`config.mk`:
```
export PLATFORM = sky130hd
export DESIGN_NAME = supply_sag_power_limiter
export DESIGN_NICKNAME = d
export VERILOG_FILES = /design/src/design/ssp_pkg.sv /design/src/design/supply_sag_power_limiter.sv /design/src/design/ssp_ram.sv /design/src/design/ssp_div.sv /design/src/design/ssp_band.sv
export SDC_FILE = /design/constraint.sdc
export NUM_CORES = 2
export LEC_CHECK = 0
export BUFFER_PORTS_ARGS = -buffer_cell sky130_fd_sc_hd__buf_4
export CELL_PAD_IN_SITES_DETAIL_PLACEMENT = 1
export CELL_PAD_IN_SITES_GLOBAL_PLACEMENT = 2
export CORE_AREA = 2 2 377 379
export DETAILED_ROUTE_END_ITERATION = 8
export DIE_AREA = 0 0 379 381
export PLACE_DENSITY_LB_ADDON = 0.1
export SYNTH_ARGS = -nofsm -noshare
export SYNTH_HDL_FRONTEND = slang
export SYNTH_SLANG_ARGS = --single-unit
```
`constraint.sdc`:
```
create_clock -name clk -period 8.2 [get_ports clk]
set_input_delay 0.82 -clock clk [delete_from_list [all_inputs] [get_ports clk]]
set_output_delay 0.82 -clock clk [all_outputs]
set_load 0.1 [all_outputs]
```
`src/design/ssp_pkg.sv`:
```
// Shared types and constants of the supply sag power limiter.
// No dependencies; imported by the top level and by ssp_band.
package ssp_pkg;

  localparam int LIM_W     = 16;
  localparam int DUTY_W    = 10;
  localparam int THR_W     = 12;
  localparam int PROD_W    = 2 * DUTY_W;

  localparam logic [6:0] SWING_LIMIT   = 7'd80;
  localparam logic [4:0] SWING_HOLD    = 5'd30;
  localparam logic [4:0] DEAD_BAND     = 5'd30;
  localparam logic [2:0] MAX_SAG_STEPS = 3'd4;

  // Register indexes of the configuration port
  localparam logic [2:0] REG_HALF_DUTY      = 3'd0;
  localparam logic [2:0] REG_LOW_DUTY       = 3'd1;
  localparam logic [2:0] REG_KNOB_LIMIT     = 3'd2;
  localparam logic [2:0] REG_TEMP_LIMIT     = 3'd3;
  localparam logic [2:0] REG_FAN_LIMIT      = 3'd4;
  localparam logic [2:0] REG_HIGH_THRESHOLD = 3'd5;
  localparam logic [2:0] REG_LOW_THRESHOLD  = 3'd6;

  typedef struct packed {
    logic [DUTY_W-1:0] half_duty;
    logic [DUTY_W-1:0] low_duty;
    logic [DUTY_W-1:0] knob_limit;
    logic [DUTY_W-1:0] temp_limit;
    logic [DUTY_W-1:0] fan_limit;
    logic [THR_W-1:0]  high_threshold;
    logic [THR_W-1:0]  low_threshold;
  } cfg_t;

  typedef struct packed {
    logic [4:0]       swing_count;
    logic [2:0]       sag_steps;
    logic             deep_sag;
    logic             recovering;
    logic [LIM_W-1:0] limit_value;
    logic             add_pending;
    logic             sub_pending;
  } band_state_t;

  typedef enum logic [8:0] {
    ST_IDLE   = 9'b000000001,
    ST_FILL   = 9'b000000010,
    ST_RMW_RD = 9'b000000100,
    ST_RMW_WR = 9'b000001000,
    ST_SUM    = 9'b000010000,
    ST_DIVA   = 9'b000100000,
    ST_MINMAX = 9'b001000000,
    ST_DIVB   = 9'b010000000,
    ST_BAND   = 9'b100000000
  } seq_state_t;

endpackage

```
`src/design/supply_sag_power_limiter.sv`:
```
// Top level of the supply sag power limiter: sequencer, rings, config port.
// Depends on ssp_pkg, ssp_ram, ssp_div and ssp_band.
//
//  channel | role          | fields (low bit up)
//  s_*     | input words   | sample, add_tick, sub_tick, requested_duty
//  m_*     | result words  | engine_limit, final_duty, filtered_level, unstable
//  APB     | configuration | registers 0..6 at byte address 4*i
//
// After accept, a word passes through the fast ring read-modify-write, its sweep, the
// window sweep, the average, scaling and band update steps, and the idle state before the
// next accept; the result is loaded into the output register on the band update step.
// The first word after reset fills both rings instead of the read-modify-write. Reset
// is synchronous; the rings need no clearing pass. A new word is taken while a result
// still waits in the output register; a stalled result holds the last step of the next word.
module supply_sag_power_limiter #(
  parameter int FAST_DEPTH  = 32,
  parameter int SLOW_DEPTH  = 25,
  parameter int SAMPLE_BITS = 12,
  parameter int FULL_DUTY   = 1000,
  localparam int IN_BITS  = SAMPLE_BITS + 2 + ssp_pkg::DUTY_W,
  localparam int IN_W     = ((IN_BITS + 7) / 8) * 8,
  localparam int OUT_BITS = 2 * ssp_pkg::DUTY_W + SAMPLE_BITS + 1,
  localparam int OUT_W    = ((OUT_BITS + 7) / 8) * 8
) (
  input  logic             clk,
  input  logic             rst,
  input  logic             s_tvalid,
  output logic             s_tready,
  // sample, add_tick, sub_tick, requested_duty
  input  logic [IN_W-1:0]  s_tdata,
  output logic             m_tvalid,
  input  logic             m_tready,
  // engine_limit, final_duty, filtered_level, unstable
  output logic [OUT_W-1:0] m_tdata,
  input  logic             psel,
  input  logic             penable,
  input  logic             pwrite,
  input  logic [4:0]       paddr,
  input  logic [31:0]      pwdata,
  output logic [31:0]      prdata,
  output logic             pready
);
  import ssp_pkg::*;

  localparam int FAW    = (FAST_DEPTH > 1) ? $clog2(FAST_DEPTH) : 1;
  localparam int SAW    = (SLOW_DEPTH > 1) ? $clog2(SLOW_DEPTH) : 1;
  localparam int FILL_N = (FAST_DEPTH > SLOW_DEPTH) ? FAST_DEPTH : SLOW_DEPTH;
  localparam int CNTW   = $clog2(FILL_N + 1);
  localparam int SUM_W  = SAMPLE_BITS + $clog2(FAST_DEPTH);
  localparam int DCW    = (PROD_W > LIM_W) ? PROD_W : LIM_W;
  localparam int SB     = SAMPLE_BITS;

  seq_state_t state;
  logic [CNTW-1:0]   cnt;
  logic [SB-1:0]     smp;
  logic [DUTY_W-1:0] req;
  logic              primed;
  logic [FAW-1:0]    fast_pos;
  logic [SAW-1:0]    slow_pos;
  band_state_t       bstate;
  band_state_t       bnext;
  cfg_t              cfg;
  logic [SUM_W-1:0]  sum;
  logic [SB-1:0]     avg;
  logic [SB-1:0]     mx;
  logic [SB-1:0]     mn;
  logic [SB-1:0]     mx_next;
  logic [SB-1:0]     mn_next;
  logic              unstable_r;
  logic              out_valid;
  logic [OUT_W-1:0]  out_data;

  logic              fast_we;
  logic [FAW-1:0]    fast_waddr;
  logic [SB-1:0]     fast_wdata;
  logic [FAW-1:0]    fast_raddr;
  logic [SB-1:0]     fast_rdata;
  logic              slow_we;
  logic [SAW-1:0]    slow_waddr;
  logic [SB-1:0]     slow_wdata;
  logic [SAW-1:0]    slow_raddr;
  logic [SB-1:0]     slow_rdata;

  logic [SUM_W-1:0]  avg_q;
  logic [SB-1:0]     avg_c;
  logic [PROD_W-1:0] prod;
  logic [PROD_W-1:0] prod_r;
  logic [PROD_W-1:0] scaled_q;
  logic [PROD_W-1:0] scaled;
  logic [SUM_W-1:0]  sum_final;
  logic [DCW-1:0]    duty;
  logic              cfg_we;

  // Rings
  ssp_ram #(.WIDTH(SB), .DEPTH(FAST_DEPTH)) u_fast_ring (
    .clk(clk), .we(fast_we), .waddr(fast_waddr), .wdata(fast_wdata),
    .raddr(fast_raddr), .rdata(fast_rdata)
  );

  ssp_ram #(.WIDTH(SB), .DEPTH(SLOW_DEPTH)) u_slow_ring (
    .clk(clk), .we(slow_we), .waddr(slow_waddr), .wdata(slow_wdata),
    .raddr(slow_raddr), .rdata(slow_rdata)
  );

  // Constant dividers: ring average and knob scaling
  ssp_div #(.DW(SUM_W), .DIVISOR(FAST_DEPTH)) u_avg_div (
    .dividend(sum), .quotient(avg_q)
  );

  ssp_div #(.DW(PROD_W), .DIVISOR(FULL_DUTY)) u_duty_div (
    .dividend(prod_r), .quotient(scaled_q)
  );

  ssp_band #(
    .SLOW_DEPTH(SLOW_DEPTH), .SAMPLE_BITS(SB), .FULL_DUTY(FULL_DUTY)
  ) u_band (
    .cur(bstate), .cfg(cfg), .avg(avg), .unstable(unstable_r), .nxt(bnext)
  );

  // Fast ring ports: fill, read-modify-write, sweep
  always_comb begin
    fast_we    = 1'b0;
    fast_waddr = fast_pos;
    fast_wdata = smp;
    fast_raddr = fast_pos;
    if (state == ST_FILL) begin
      fast_we    = cnt < CNTW'(FAST_DEPTH);
      fast_waddr = cnt[FAW-1:0];
    end else if (state == ST_RMW_WR) begin
      fast_we    = 1'b1;
      fast_wdata = SB'(({1'b0, fast_rdata} + {1'b0, smp}) >> 1);
    end else if (state == ST_SUM) begin
      fast_raddr = (cnt == CNTW'(FAST_DEPTH)) ? '0 : cnt[FAW-1:0];
    end
  end

  // Window ring ports: fill, average write, sweep
  always_comb begin
    slow_we    = 1'b0;
    slow_waddr = slow_pos;
    slow_wdata = avg_c;
    slow_raddr = (cnt == CNTW'(SLOW_DEPTH)) ? '0 : cnt[SAW-1:0];
    if (state == ST_FILL) begin
      slow_we    = cnt < CNTW'(SLOW_DEPTH);
      slow_waddr = cnt[SAW-1:0];
      slow_wdata = smp;
    end else if (state == ST_DIVA) begin
      slow_we = 1'b1;
    end
  end

  // Sum accumulation, average and knob product
  assign sum_final = sum + SUM_W'(fast_rdata);
  assign avg_c     = SB'(avg_q);
  assign prod      = PROD_W'(req) * PROD_W'(cfg.knob_limit);

  // Window extremes
  always_comb begin
    if (cnt == CNTW'(1)) begin
      mx_next = slow_rdata;
      mn_next = slow_rdata;
    end else begin
      mx_next = (slow_rdata > mx) ? slow_rdata : mx;
      mn_next = (slow_rdata < mn) ? slow_rdata : mn;
    end
  end

  // Clamp the scaled request by temperature, engine limit and fan
  always_comb begin
    duty = DCW'(scaled);
    if (duty >= DCW'(cfg.temp_limit)) duty = DCW'(cfg.temp_limit);
    if (duty >= DCW'(bnext.limit_value)) duty = DCW'(bnext.limit_value);
    if (duty >= DCW'(cfg.fan_limit)) duty = DCW'(cfg.fan_limit);
  end

  // Sequencer
  always_ff @(posedge clk) begin
    if (rst) begin
      state      <= ST_IDLE;
      cnt        <= '0;
      primed     <= 1'b0;
      fast_pos   <= '0;
      slow_pos   <= '0;
      bstate.swing_count <= '0;
      bstate.sag_steps   <= '0;
      bstate.deep_sag    <= 1'b0;
      bstate.recovering  <= 1'b0;
      bstate.limit_value <= LIM_W'(FULL_DUTY);
      bstate.add_pending <= 1'b0;
      bstate.sub_pending <= 1'b0;
    end else begin
      unique case (state)
        ST_IDLE: begin
          if (s_tvalid) begin
            smp <= s_tdata[SB-1:0];
            req <= s_tdata[SB+2+DUTY_W-1:SB+2];
            bstate.add_pending <= bstate.add_pending | s_tdata[SB];
            bstate.sub_pending <= bstate.sub_pending | s_tdata[SB+1];
            cnt   <= '0;
            state <= primed ? ST_RMW_RD : ST_FILL;
          end
        end
        ST_FILL: begin
          if (cnt == CNTW'(FILL_N - 1)) begin
            primed <= 1'b1;
            cnt    <= '0;
            sum    <= '0;
            state  <= ST_SUM;
          end else begin
            cnt <= cnt + 1'b1;
          end
        end
        ST_RMW_RD: begin
          state <= ST_RMW_WR;
        end
        ST_RMW_WR: begin
          fast_pos <= (fast_pos == FAW'(FAST_DEPTH - 1)) ? '0 : fast_pos + 1'b1;
          cnt      <= '0;
          sum      <= '0;
          state    <= ST_SUM;
        end
        ST_SUM: begin
          if (cnt != '0) sum <= sum_final;
          if (cnt == CNTW'(FAST_DEPTH)) begin
            state <= ST_DIVA;
          end else begin
            cnt <= cnt + 1'b1;
          end
        end
        ST_DIVA: begin
          avg      <= avg_c;
          prod_r   <= prod;
          slow_pos <= (slow_pos == SAW'(SLOW_DEPTH - 1)) ? '0 : slow_pos + 1'b1;
          cnt      <= '0;
          state    <= ST_MINMAX;
        end
        ST_MINMAX: begin
          if (cnt != '0) begin
            mx <= mx_next;
            mn <= mn_next;
          end
          if (cnt == CNTW'(SLOW_DEPTH)) begin
            unstable_r <= (mx_next - mn_next) > SB'(SWING_LIMIT);
            state      <= ST_DIVB;
          end else begin
            cnt <= cnt + 1'b1;
          end
        end
        ST_DIVB: begin
          scaled <= scaled_q;
          state  <= ST_BAND;
        end
        ST_BAND: begin
          if (!out_valid || m_tready) begin
            bstate    <= bnext;
            out_data  <= OUT_W'({unstable_r, avg, duty[DUTY_W-1:0],
                                 bnext.limit_value[DUTY_W-1:0]});
            state     <= ST_IDLE;
          end
        end
        default: state <= ST_IDLE;
      endcase
    end
  end

  // Output valid: load on the band step, drop when taken
  always_ff @(posedge clk) begin
    if (rst) begin
      out_valid <= 1'b0;
    end else if (state == ST_BAND && (!out_valid || m_tready)) begin
      out_valid <= 1'b1;
    end else if (m_tready) begin
      out_valid <= 1'b0;
    end
  end

  assign s_tready = (state == ST_IDLE);
  assign m_tvalid = out_valid;
  assign m_tdata  = out_data;

  // Configuration registers
  assign pready = 1'b1;
  assign cfg_we = psel && penable && pwrite && pready;

  always_ff @(posedge clk) begin
    if (rst) begin
      cfg.half_duty      <= 10'd500;
      cfg.low_duty       <= 10'd300;
      cfg.knob_limit     <= 10'd1000;
      cfg.temp_limit     <= 10'd1000;
      cfg.fan_limit      <= 10'd1000;
      cfg.high_threshold <= 12'd1645;
      cfg.low_threshold  <= 12'd1475;
    end else if (cfg_we) begin
      unique case (paddr[4:2])
        REG_HALF_DUTY:      cfg.half_duty      <= pwdata[DUTY_W-1:0];
        REG_LOW_DUTY:       cfg.low_duty       <= pwdata[DUTY_W-1:0];
        REG_KNOB_LIMIT:     cfg.knob_limit     <= pwdata[DUTY_W-1:0];
        REG_TEMP_LIMIT:     cfg.temp_limit     <= pwdata[DUTY_W-1:0];
        REG_FAN_LIMIT:      cfg.fan_limit      <= pwdata[DUTY_W-1:0];
        REG_HIGH_THRESHOLD: cfg.high_threshold <= pwdata[THR_W-1:0];
        REG_LOW_THRESHOLD:  cfg.low_threshold  <= pwdata[THR_W-1:0];
        default: ;
      endcase
    end
  end

  // Register read back
  always_comb begin
    unique case (paddr[4:2])
      REG_HALF_DUTY:      prdata = 32'(cfg.half_duty);
      REG_LOW_DUTY:       prdata = 32'(cfg.low_duty);
      REG_KNOB_LIMIT:     prdata = 32'(cfg.knob_limit);
      REG_TEMP_LIMIT:     prdata = 32'(cfg.temp_limit);
      REG_FAN_LIMIT:      prdata = 32'(cfg.fan_limit);
      REG_HIGH_THRESHOLD: prdata = 32'(cfg.high_threshold);
      REG_LOW_THRESHOLD:  prdata = 32'(cfg.low_threshold);
      default:            prdata = '0;
    endcase
  end

endmodule

```
`src/design/ssp_ram.sv`:
```
// Generic single-write, single-read RAM with registered read data.
// No dependencies.
module ssp_ram #(
  parameter int WIDTH = 12,
  parameter int DEPTH = 32,
  localparam int AW = (DEPTH > 1) ? $clog2(DEPTH) : 1
) (
  input  logic             clk,
  input  logic             we,
  input  logic [AW-1:0]    waddr,
  input  logic [WIDTH-1:0] wdata,
  input  logic [AW-1:0]    raddr,
  output logic [WIDTH-1:0] rdata
);

  logic [WIDTH-1:0] mem [DEPTH];

  // Write port and registered read port
  always_ff @(posedge clk) begin
    if (we) begin
      mem[waddr] <= wdata;
    end
    rdata <= mem[raddr];
  end

endmodule

```
`src/design/ssp_div.sv`:
```
// Division by a constant through reciprocal multiplication, exact over the dividend range.
// Depends on nothing; shared by the ring average and the duty scaling.
module ssp_div #(
  parameter int DW      = 20,
  parameter int DIVISOR = 1000
) (
  input  logic [DW-1:0] dividend,
  output logic [DW-1:0] quotient
);

  localparam int L  = (DIVISOR > 1) ? $clog2(DIVISOR) : 0;
  localparam int S  = DW + L;
  localparam int MW = DW + 1;
  localparam int PW = DW + MW;
  localparam logic [MW-1:0] RECIP =
    MW'(((64'd1 << S) + 64'(DIVISOR) - 64'd1) / 64'(DIVISOR));

  logic [PW-1:0] prod;

  // Multiply by the rounded-up reciprocal and drop the fraction bits
  assign prod     = PW'(dividend) * PW'(RECIP);
  assign quotient = DW'(prod >> S);

endmodule

```
`src/design/ssp_band.sv`:
```
// Band decision: swing counter, sag steps and engine limit update.
// Depends on ssp_pkg for the state and configuration structs.
module ssp_band #(
  parameter int SLOW_DEPTH  = 25,
  parameter int SAMPLE_BITS = 12,
  parameter int FULL_DUTY   = 1000
) (
  input  ssp_pkg::band_state_t   cur,
  input  ssp_pkg::cfg_t          cfg,
  input  logic [SAMPLE_BITS-1:0] avg,
  input  logic                   unstable,
  output ssp_pkg::band_state_t   nxt
);
  import ssp_pkg::*;

  localparam int CW = ((SAMPLE_BITS > THR_W) ? SAMPLE_BITS : THR_W) + 1;
  localparam logic [10:0]      SLOW_K = 11'(SLOW_DEPTH);
  localparam logic [LIM_W-1:0] FULL_K = LIM_W'(FULL_DUTY);

  always_comb begin
    logic [4:0]       swing;
    logic [CW-1:0]    a;
    logic [CW-1:0]    h;
    logic [CW-1:0]    l;
    logic [LIM_W-1:0] half;
    logic [LIM_W-1:0] lowd;
    logic [LIM_W-1:0] lim;
    nxt  = cur;
    a    = CW'(avg);
    h    = CW'(cfg.high_threshold);
    l    = CW'(cfg.low_threshold);
    half = LIM_W'(cfg.half_duty);
    lowd = LIM_W'(cfg.low_duty);
    lim  = cur.limit_value;

    // Reload the swing counter with SWING_HOLD on instability, else let it decay
    if (unstable) begin
      swing = SWING_HOLD;
    end else if (11'(cur.swing_count) > SLOW_K) begin
      swing = 5'(11'(cur.swing_count) - SLOW_K);
    end else begin
      swing = '0;
    end
    nxt.swing_count = swing;

    // Nominal band first, then moderate sag, then deep sag
    priority if (a >= h + CW'(DEAD_BAND)) begin
      nxt.sag_steps  = '0;
      nxt.deep_sag   = 1'b0;
      nxt.recovering = 1'b1;
      if (swing == SWING_HOLD) begin
        nxt.swing_count = swing - 1'b1;
        if (lim > half) lim = lim - 1'b1;
        if (lim < half) lim = half;
      end else if (swing == 5'd0 && cur.add_pending) begin
        nxt.add_pending = 1'b0;
        if (lim < FULL_K) lim = lim + 1'b1;
      end
    end else if (a > l && (a <= h || cur.sag_steps == MAX_SAG_STEPS)) begin
      if (cur.sub_pending) begin
        nxt.sub_pending = 1'b0;
        if (cur.sag_steps < MAX_SAG_STEPS) nxt.sag_steps = cur.sag_steps + 1'b1;
        nxt.deep_sag   = 1'b0;
        nxt.recovering = 1'b0;
        if (lim > half) lim = (lim >= LIM_W'(2)) ? lim - LIM_W'(2) : '0;
        else if (lim < half) lim = lim + 1'b1;
      end
    end else if (a <= l || cur.deep_sag) begin
      if (cur.sub_pending) begin
        nxt.sub_pending = 1'b0;
        nxt.deep_sag    = 1'b1;
        nxt.sag_steps   = '0;
        nxt.recovering  = 1'b0;
        if (lim > lowd) lim = (lim >= LIM_W'(2)) ? lim - LIM_W'(2) : '0;
        else lim = lowd;
      end
    end else begin
      lim = cur.limit_value;
    end
    nxt.limit_value = lim;
  end

endmodule

```
* After elaboration in Yosys (flattened, before gate mapping) *
Memories as Yosys holds them, arrays and structs flattened. A register that Yosys moved wholly into a read port is not among the register bits.
Index checks and enable logic that the tools add are counted.

storage, ports and cells
  bits in registers = 268
  RAM bits = 684
  bits of input ports = 68
  output and inout bits = 75
  word-level logic and storage cells = 228
  memories kept = 2

cells by class
  $add $sub $neg = 13
  $mul = 2
  $lt $le $gt $ge = 20
  equal/unequal tests = 39
  multiplexer cells = 80
  bitwise gates (word level) = 3
  reduce and logical (&&, ||, !) cells = 40

memories
  memory           depth  bits a word  rd ports  clocked after memory_dff  write ports  RTL line       RTL
  u_fast_ring.mem  32     12           1         1                         1            ssp_ram.sv:16  logic [WIDTH-1:0] mem [DEPTH];
  u_slow_ring.mem  25     12           1         1                         1            ssp_ram.sv:16

operators by type and width
  operator                                                                        count
  16-bit two-way mux                                                              17
  5-bit two-way mux                                                               18
  12-bit two-way mux                                                              7
  12-bit one-hot mux with 7 select lines                                          1
  9-bit one-hot mux with 9 select lines                                           1
  17-bit one-hot mux with 3 select lines                                          1
  9-bit two-way mux                                                               5
  20-bit by 20-bit multiplier with 40-bit output, second input constant           1
  17-bit two-way mux                                                              2
  16-bit by 10-bit > comparator with 1-bit output                                 2
  16-bit by 10-bit less-than comparator with 1-bit output                         2
  6-bit one-hot mux with 5 select lines                                           1
  12-bit > comparator                                                             2
  12-bit less-or-equal comparator                                                 2
  6-bit two-way mux                                                               4
  2-bit AND reduction                                                             11
  20-bit by 10-bit >= comparator with 1-bit output                                1
  10-bit by 10-bit multiplier with 20-bit output                                  1
  17-bit by 12-bit adder with 17-bit output                                       1
  16-bit by 1-bit adder with 16-bit output, second input constant                 1
  11-bit by 16-bit >= comparator with 1-bit output                                1
  16-bit by 2-bit >= comparator with 1-bit output, second input constant          1
  16-bit by 10-bit less-than comparator with 1-bit output, second input constant  1
  1-bit two-way mux                                                               16
  other kinds (59)                                                                97

* Logic depth before layout (Yosys ltp) *
  depth after elaboration = 14
  gate-level depth with buffers = 43
  gate-level depth less buffers = 41

* Modules after synthesis *
From an unflattened synthesis, not the netlist that was laid out.

second synthesis, totals
  cells, all modules = 4684
  area, all modules = 56042.5 µm²

modules (own cells, without submodules)
  module                    instances  cells an instance  area each (µm²)  seq. area each (µm²)
  supply_sag_power_limiter  1          1924               18377.6          7056.8
  ssp_ram at u_fast_ring    1          868                15468.6          11771.3
  ssp_ram at u_slow_ring    1          604                12082.8          9248.9
  ssp_div at u_duty_div     1          620                5679.2           0.0
  ssp_band                  1          650                4302.9           0.0
  ssp_div at u_avg_div      1          18                 131.4            0.0

* Worst setup path before layout *
Ideal clock, no wire load.

  path kind = reg2reg
  from = register, netlist name cfg[69]
  to = register out_data[14], in the netlist m_tdata[14], data pin
  setup time = 0.164 ns
  arrival time = 8.562 ns
  required time = 8.036 ns
  path slack = -0.526 ns
  stages on the path, launching flop included = 43
  buffers on the path = 3
  clock period less this slack = 8.726 ns
  cell sequence = dfxtp_1 > inv_1 > ha_1 > or4bb_1 > nor4_1 > a21oi_1 > o21ai_1 > buf_2 > nor2_1 > xor2_1 > ha_1 > nand2_1 > nor3_1 > o2111ai_1 > a2111oi_0 > nand4bb_1 > nor3_2 > o311a_1 > [7 not listed] > a31oi_1 > o21ai_0 > a211oi_1 > or3_1 > buf_2 > nor2_1 > mux2_2 > ha_1 > nand2b_1 > a21o_1 > a21o_1 > a211oi_1 > o21bai_1 > a31oi_1 > o21a_1 > clkbuf_1 > nand4_1 > o221ai_1

RTL lines
  what                    RTL line                         RTL
  end signal: assignment  supply_sag_power_limiter.sv:256  out_data <= OUT_W'({unstable_r, avg, duty[DUTY_W-1:0],
  end: declaration        supply_sag_power_limiter.sv:71   logic [OUT_W-1:0] out_data;

==> impl_metrics.env <==
export IMPL_grt_max_degree=154
export IMPL_crit_path_max_fanout=4
export IMPL_drc=0
export IMPL_path_class="reg -> reg"
export IMPL_period_share=0.983
export IMPL_grt_pass1_vias=39500
export IMPL_cp_arrival_ps=8610
export IMPL_slowest_stage="or4_4"
export IMPL_r2r_start="bstate[15]"
export IMPL_nFillCells=15000
export IMPL_synth_cell_types=93
export IMPL_peakVddDrop_v=0.000185
export IMPL_leakagePower_nw=24.0
export IMPL_fp_row_count=138
export IMPL_drt_vias_per_instance=5.49
export IMPL_synth_top_cells_by_count="edfxtp_1 (824), nand2_1 (520), ha_1 (397), nor2_1 (393), inv_1 (390)"
export IMPL_hold_viol=0
export IMPL_start_kind="flip-flop"
export IMPL_use_met2=0.388
export IMPL_cts_tree="done"
export IMPL_regToRegSetupSlack_ps=140
export IMPL_core_sq_um=141000
export IMPL_synth_edf_count=824
export IMPL_slowest_delay_ps=560
export IMPL_syn_to_final_growth_pct=14.6
export IMPL_min_period_ps=8060
export IMPL_synth_most_common_cell="edfxtp_1"
export IMPL_dpl_hpwl_um=117000
export IMPL_ant_nets=0
export IMPL_slew_headroom=0.131
export IMPL_tightest_slew_ps=1300
export IMPL_clock_path_buffers=3
export IMPL_dieArea_sq_um=144000
export IMPL_endpoint_kind="flip-flop"
export IMPL_crit_start="bstate[15]"
export IMPL_status="finished, final reports clean"
export IMPL_synth_top_area_share=0.455
export IMPL_place_congestion=0.883
export IMPL_top_usage_layer="met2"
export IMPL_ctsHoldBuffers=0
export IMPL_reg2regPathDepth=38
export IMPL_hold_start="s_tdata[16]"
export IMPL_ys_top_cells_by_area="edfxtp_1 (45%), ha_1 (9.1%), dfxtp_1 (5.6%)"
export IMPL_hold_depth=1
export IMPL_vias=38300
export IMPL_met1_usage=0.317
export IMPL_post_dp_cell_area_sq_um=58500
export IMPL_die_y_um=381
export IMPL_dp_cells=6765
export IMPL_ys_seq_area_frac=0.511
export IMPL_async_reset_ff_frac=0
export IMPL_stdcell_count=6981
export IMPL_die_width_um=379
export IMPL_drv_cap=0
export IMPL_grt_util_met3=0.0292
export IMPL_nets=5614
export IMPL_powerDensity_nw_per_um2=221
export IMPL_grt_pass1_wl_um=253000
export IMPL_hp_class="in -> reg"
export IMPL_path_clk_slew_ps=60
export IMPL_dr_pass1_iters=5
export IMPL_drive_above_1_share=0.133
export IMPL_power_mw=13.8
export IMPL_crit_required_ps=8760
export IMPL_antenna_found_initial=9
export IMPL_cts_root_buf="clkbuf_16"
export IMPL_min_to="req[2]"
export IMPL_fin_skew_ps=86.7
export IMPL_rsz0062_at_grt="true"
export IMPL_port_buffers=92
export IMPL_initial_core_util=0.387
export IMPL_overflow=0
export IMPL_synth_cells=4796
export IMPL_totalWireLength_um=169000
export IMPL_yosysWarningCount=0
export IMPL_insertion_delay_ps=760
export IMPL_avgSynthCellArea_sq_um=11.3
export IMPL_synth_ff_type="edfxtp_1"
export IMPL_ios=143
export IMPL_cts_buffers=109
export IMPL_yosys_area_top_type="edfxtp_1"
export IMPL_rr_endpoint="m_tdata[17]"
export IMPL_drtIter0Drc=2317
export IMPL_multiInputGateArea_sq_um=24600
export IMPL_routedWlPerCell_um=24.2
export IMPL_seq_area_sq_um=27800
export IMPL_htree_num_levels=3
export IMPL_antennaDiodeCount=0
export IMPL_synth_area_sq_um=54400
export IMPL_timing_fmax_ghz=0.124
export IMPL_final_area_sq_um=62300
export IMPL_path_common_cell="a21o_1"
export IMPL_ys_seq_elements=976
export IMPL_clkSinkCount=976
export IMPL_slew_viol_final=0
export IMPL_setup_viol=0
export IMPL_grt_util_all_layers=0.233
kinds of logic (layout without fill, tap and decap cells):
| logic type | count (synthesis) | count (layout) | share of synthesized area |
|---|---|---|---|
| compound gates | 978 | 978 | 0.125 |
| xor+xnor | 80 | 80 | 0.0129 |
| fa+ha+maj | 547 | 547 | 0.147 |
| buf+inv | 670 | 938 | 0.0485 |
| flops | 976 | 976 | 0.511 |
| mux | 154 | 154 | 0.0388 |
| other cells | 2 | 29 | 0.000138 |
| simple gates | 1389 | 1389 | 0.117 |
layout by cell type (no fill, tap or decap), types with 21 or more instances in the layout:
cell type and count:
inv_1 390, conb_1 29, nand2_1 516, clkbuf_16 109, o31ai_1 24, o21ai_0 112, a211oi_1 172, or3_1 21
clkbuf_1 33, a21oi_1 189, nor2_1 378, o211ai_1 71, clkinv_1 24, xnor2_1 53, dfxtp_1 149, mux2i_1 84
nor2b_1 22, a211o_1 27, mux2_2 25, edfxtp_1 824, fa_1 150, and2_1 147, a21o_1 52, a311oi_1 79
buf_4 336, ha_1 393, xor2_1 21, nand3_1 50, nand4_1 29, nor3_1 79, a31oi_1 42, mux4_2 43
through the flow:
stage               hold WS, ps  TNS, ps  worst slack [ps]   util
finish                      262        0               141  0.443
global route                216    -2930              -338  0.443
CTS                         206        0              11.4  0.442
detailed placement          438    -4580              -478  0.416
global placement            435    -4250              -451  0.416
floorplan                   426        0              20.1      -
cell type report:
| class | count | share of cell area |
|---|---|---|
| clock buffer | 146 | 0.0466 |
| timing repair buffer | 341 | 0.0417 |
| multi-input combinational | 3177 | 0.395 |
| inverter | 394 | 0.0237 |
| tap | 1890 | 0.0380 |
| sequential | 976 | 0.446 |
| clock inverter | 57 | 0.00884 |
report_power, final:
group,switching (mW),internal (mW),leakage [nW]
clock network,2.07,2.66,1.68
registers,0.122,5.67,8.66
logic,2.01,1.22,13.6
routing by layer:
| layer | wire length [um] | up-vias |
|---|---|---|
| met5 | 0 | - |
| met4 | 4970 | 0 |
| met3 | 6140 | 229 |
| met2 | 81800 | 686 |
| met1 | 76000 | 19600 |
| li1 | - | 17800 |
worst max path at each step:
stage                             end  depth (start not counted)
final                     m_tdata[17]                         38
after global routing      m_tdata[16]                         39
after CTS                 m_tdata[17]                         39
after detailed placement  m_tdata[17]                         39
after global placement    m_tdata[17]                         39
after floorplan           m_tdata[16]                         42
worst max-delay path, delay by kind of cell (launching register included):
| family | cells | cell delay (ps) |
|---|---|---|
| AO/OA/AOI/OAI | 18 | 3110 |
| XOR/XNOR | 1 | 150 |
| adder cells (fa/ha/maj) | 3 | 810 |
| buffers and inverters | 3 | 380 |
| flip-flops | 1 | 310 |
| multiplexers | 1 | 330 |
| AND/OR/NAND/NOR | 12 | 2810 |
repair_timing:
item,4_1_cts,5_1_grt
resized for setup,24,28
setup endpoints to repair,10,10
pin swaps,36,18
buffers inserted,11,4
sequential cells by signal, summed over array words and instances, names as in the netlist, 11 cells and up:
signal / flops
bstate: 27
sum: 17
avg: 12
prod_r: 20
mn: 12
cfg: 74
u_fast_ring.mem: 384
u_slow_ring.rdata: 12
m_tdata: 33
u_fast_ring.rdata: 12
smp: 12
u_slow_ring.mem: 300
scaled: 11
mx: 12
Power figures use the tool's default switching activity.
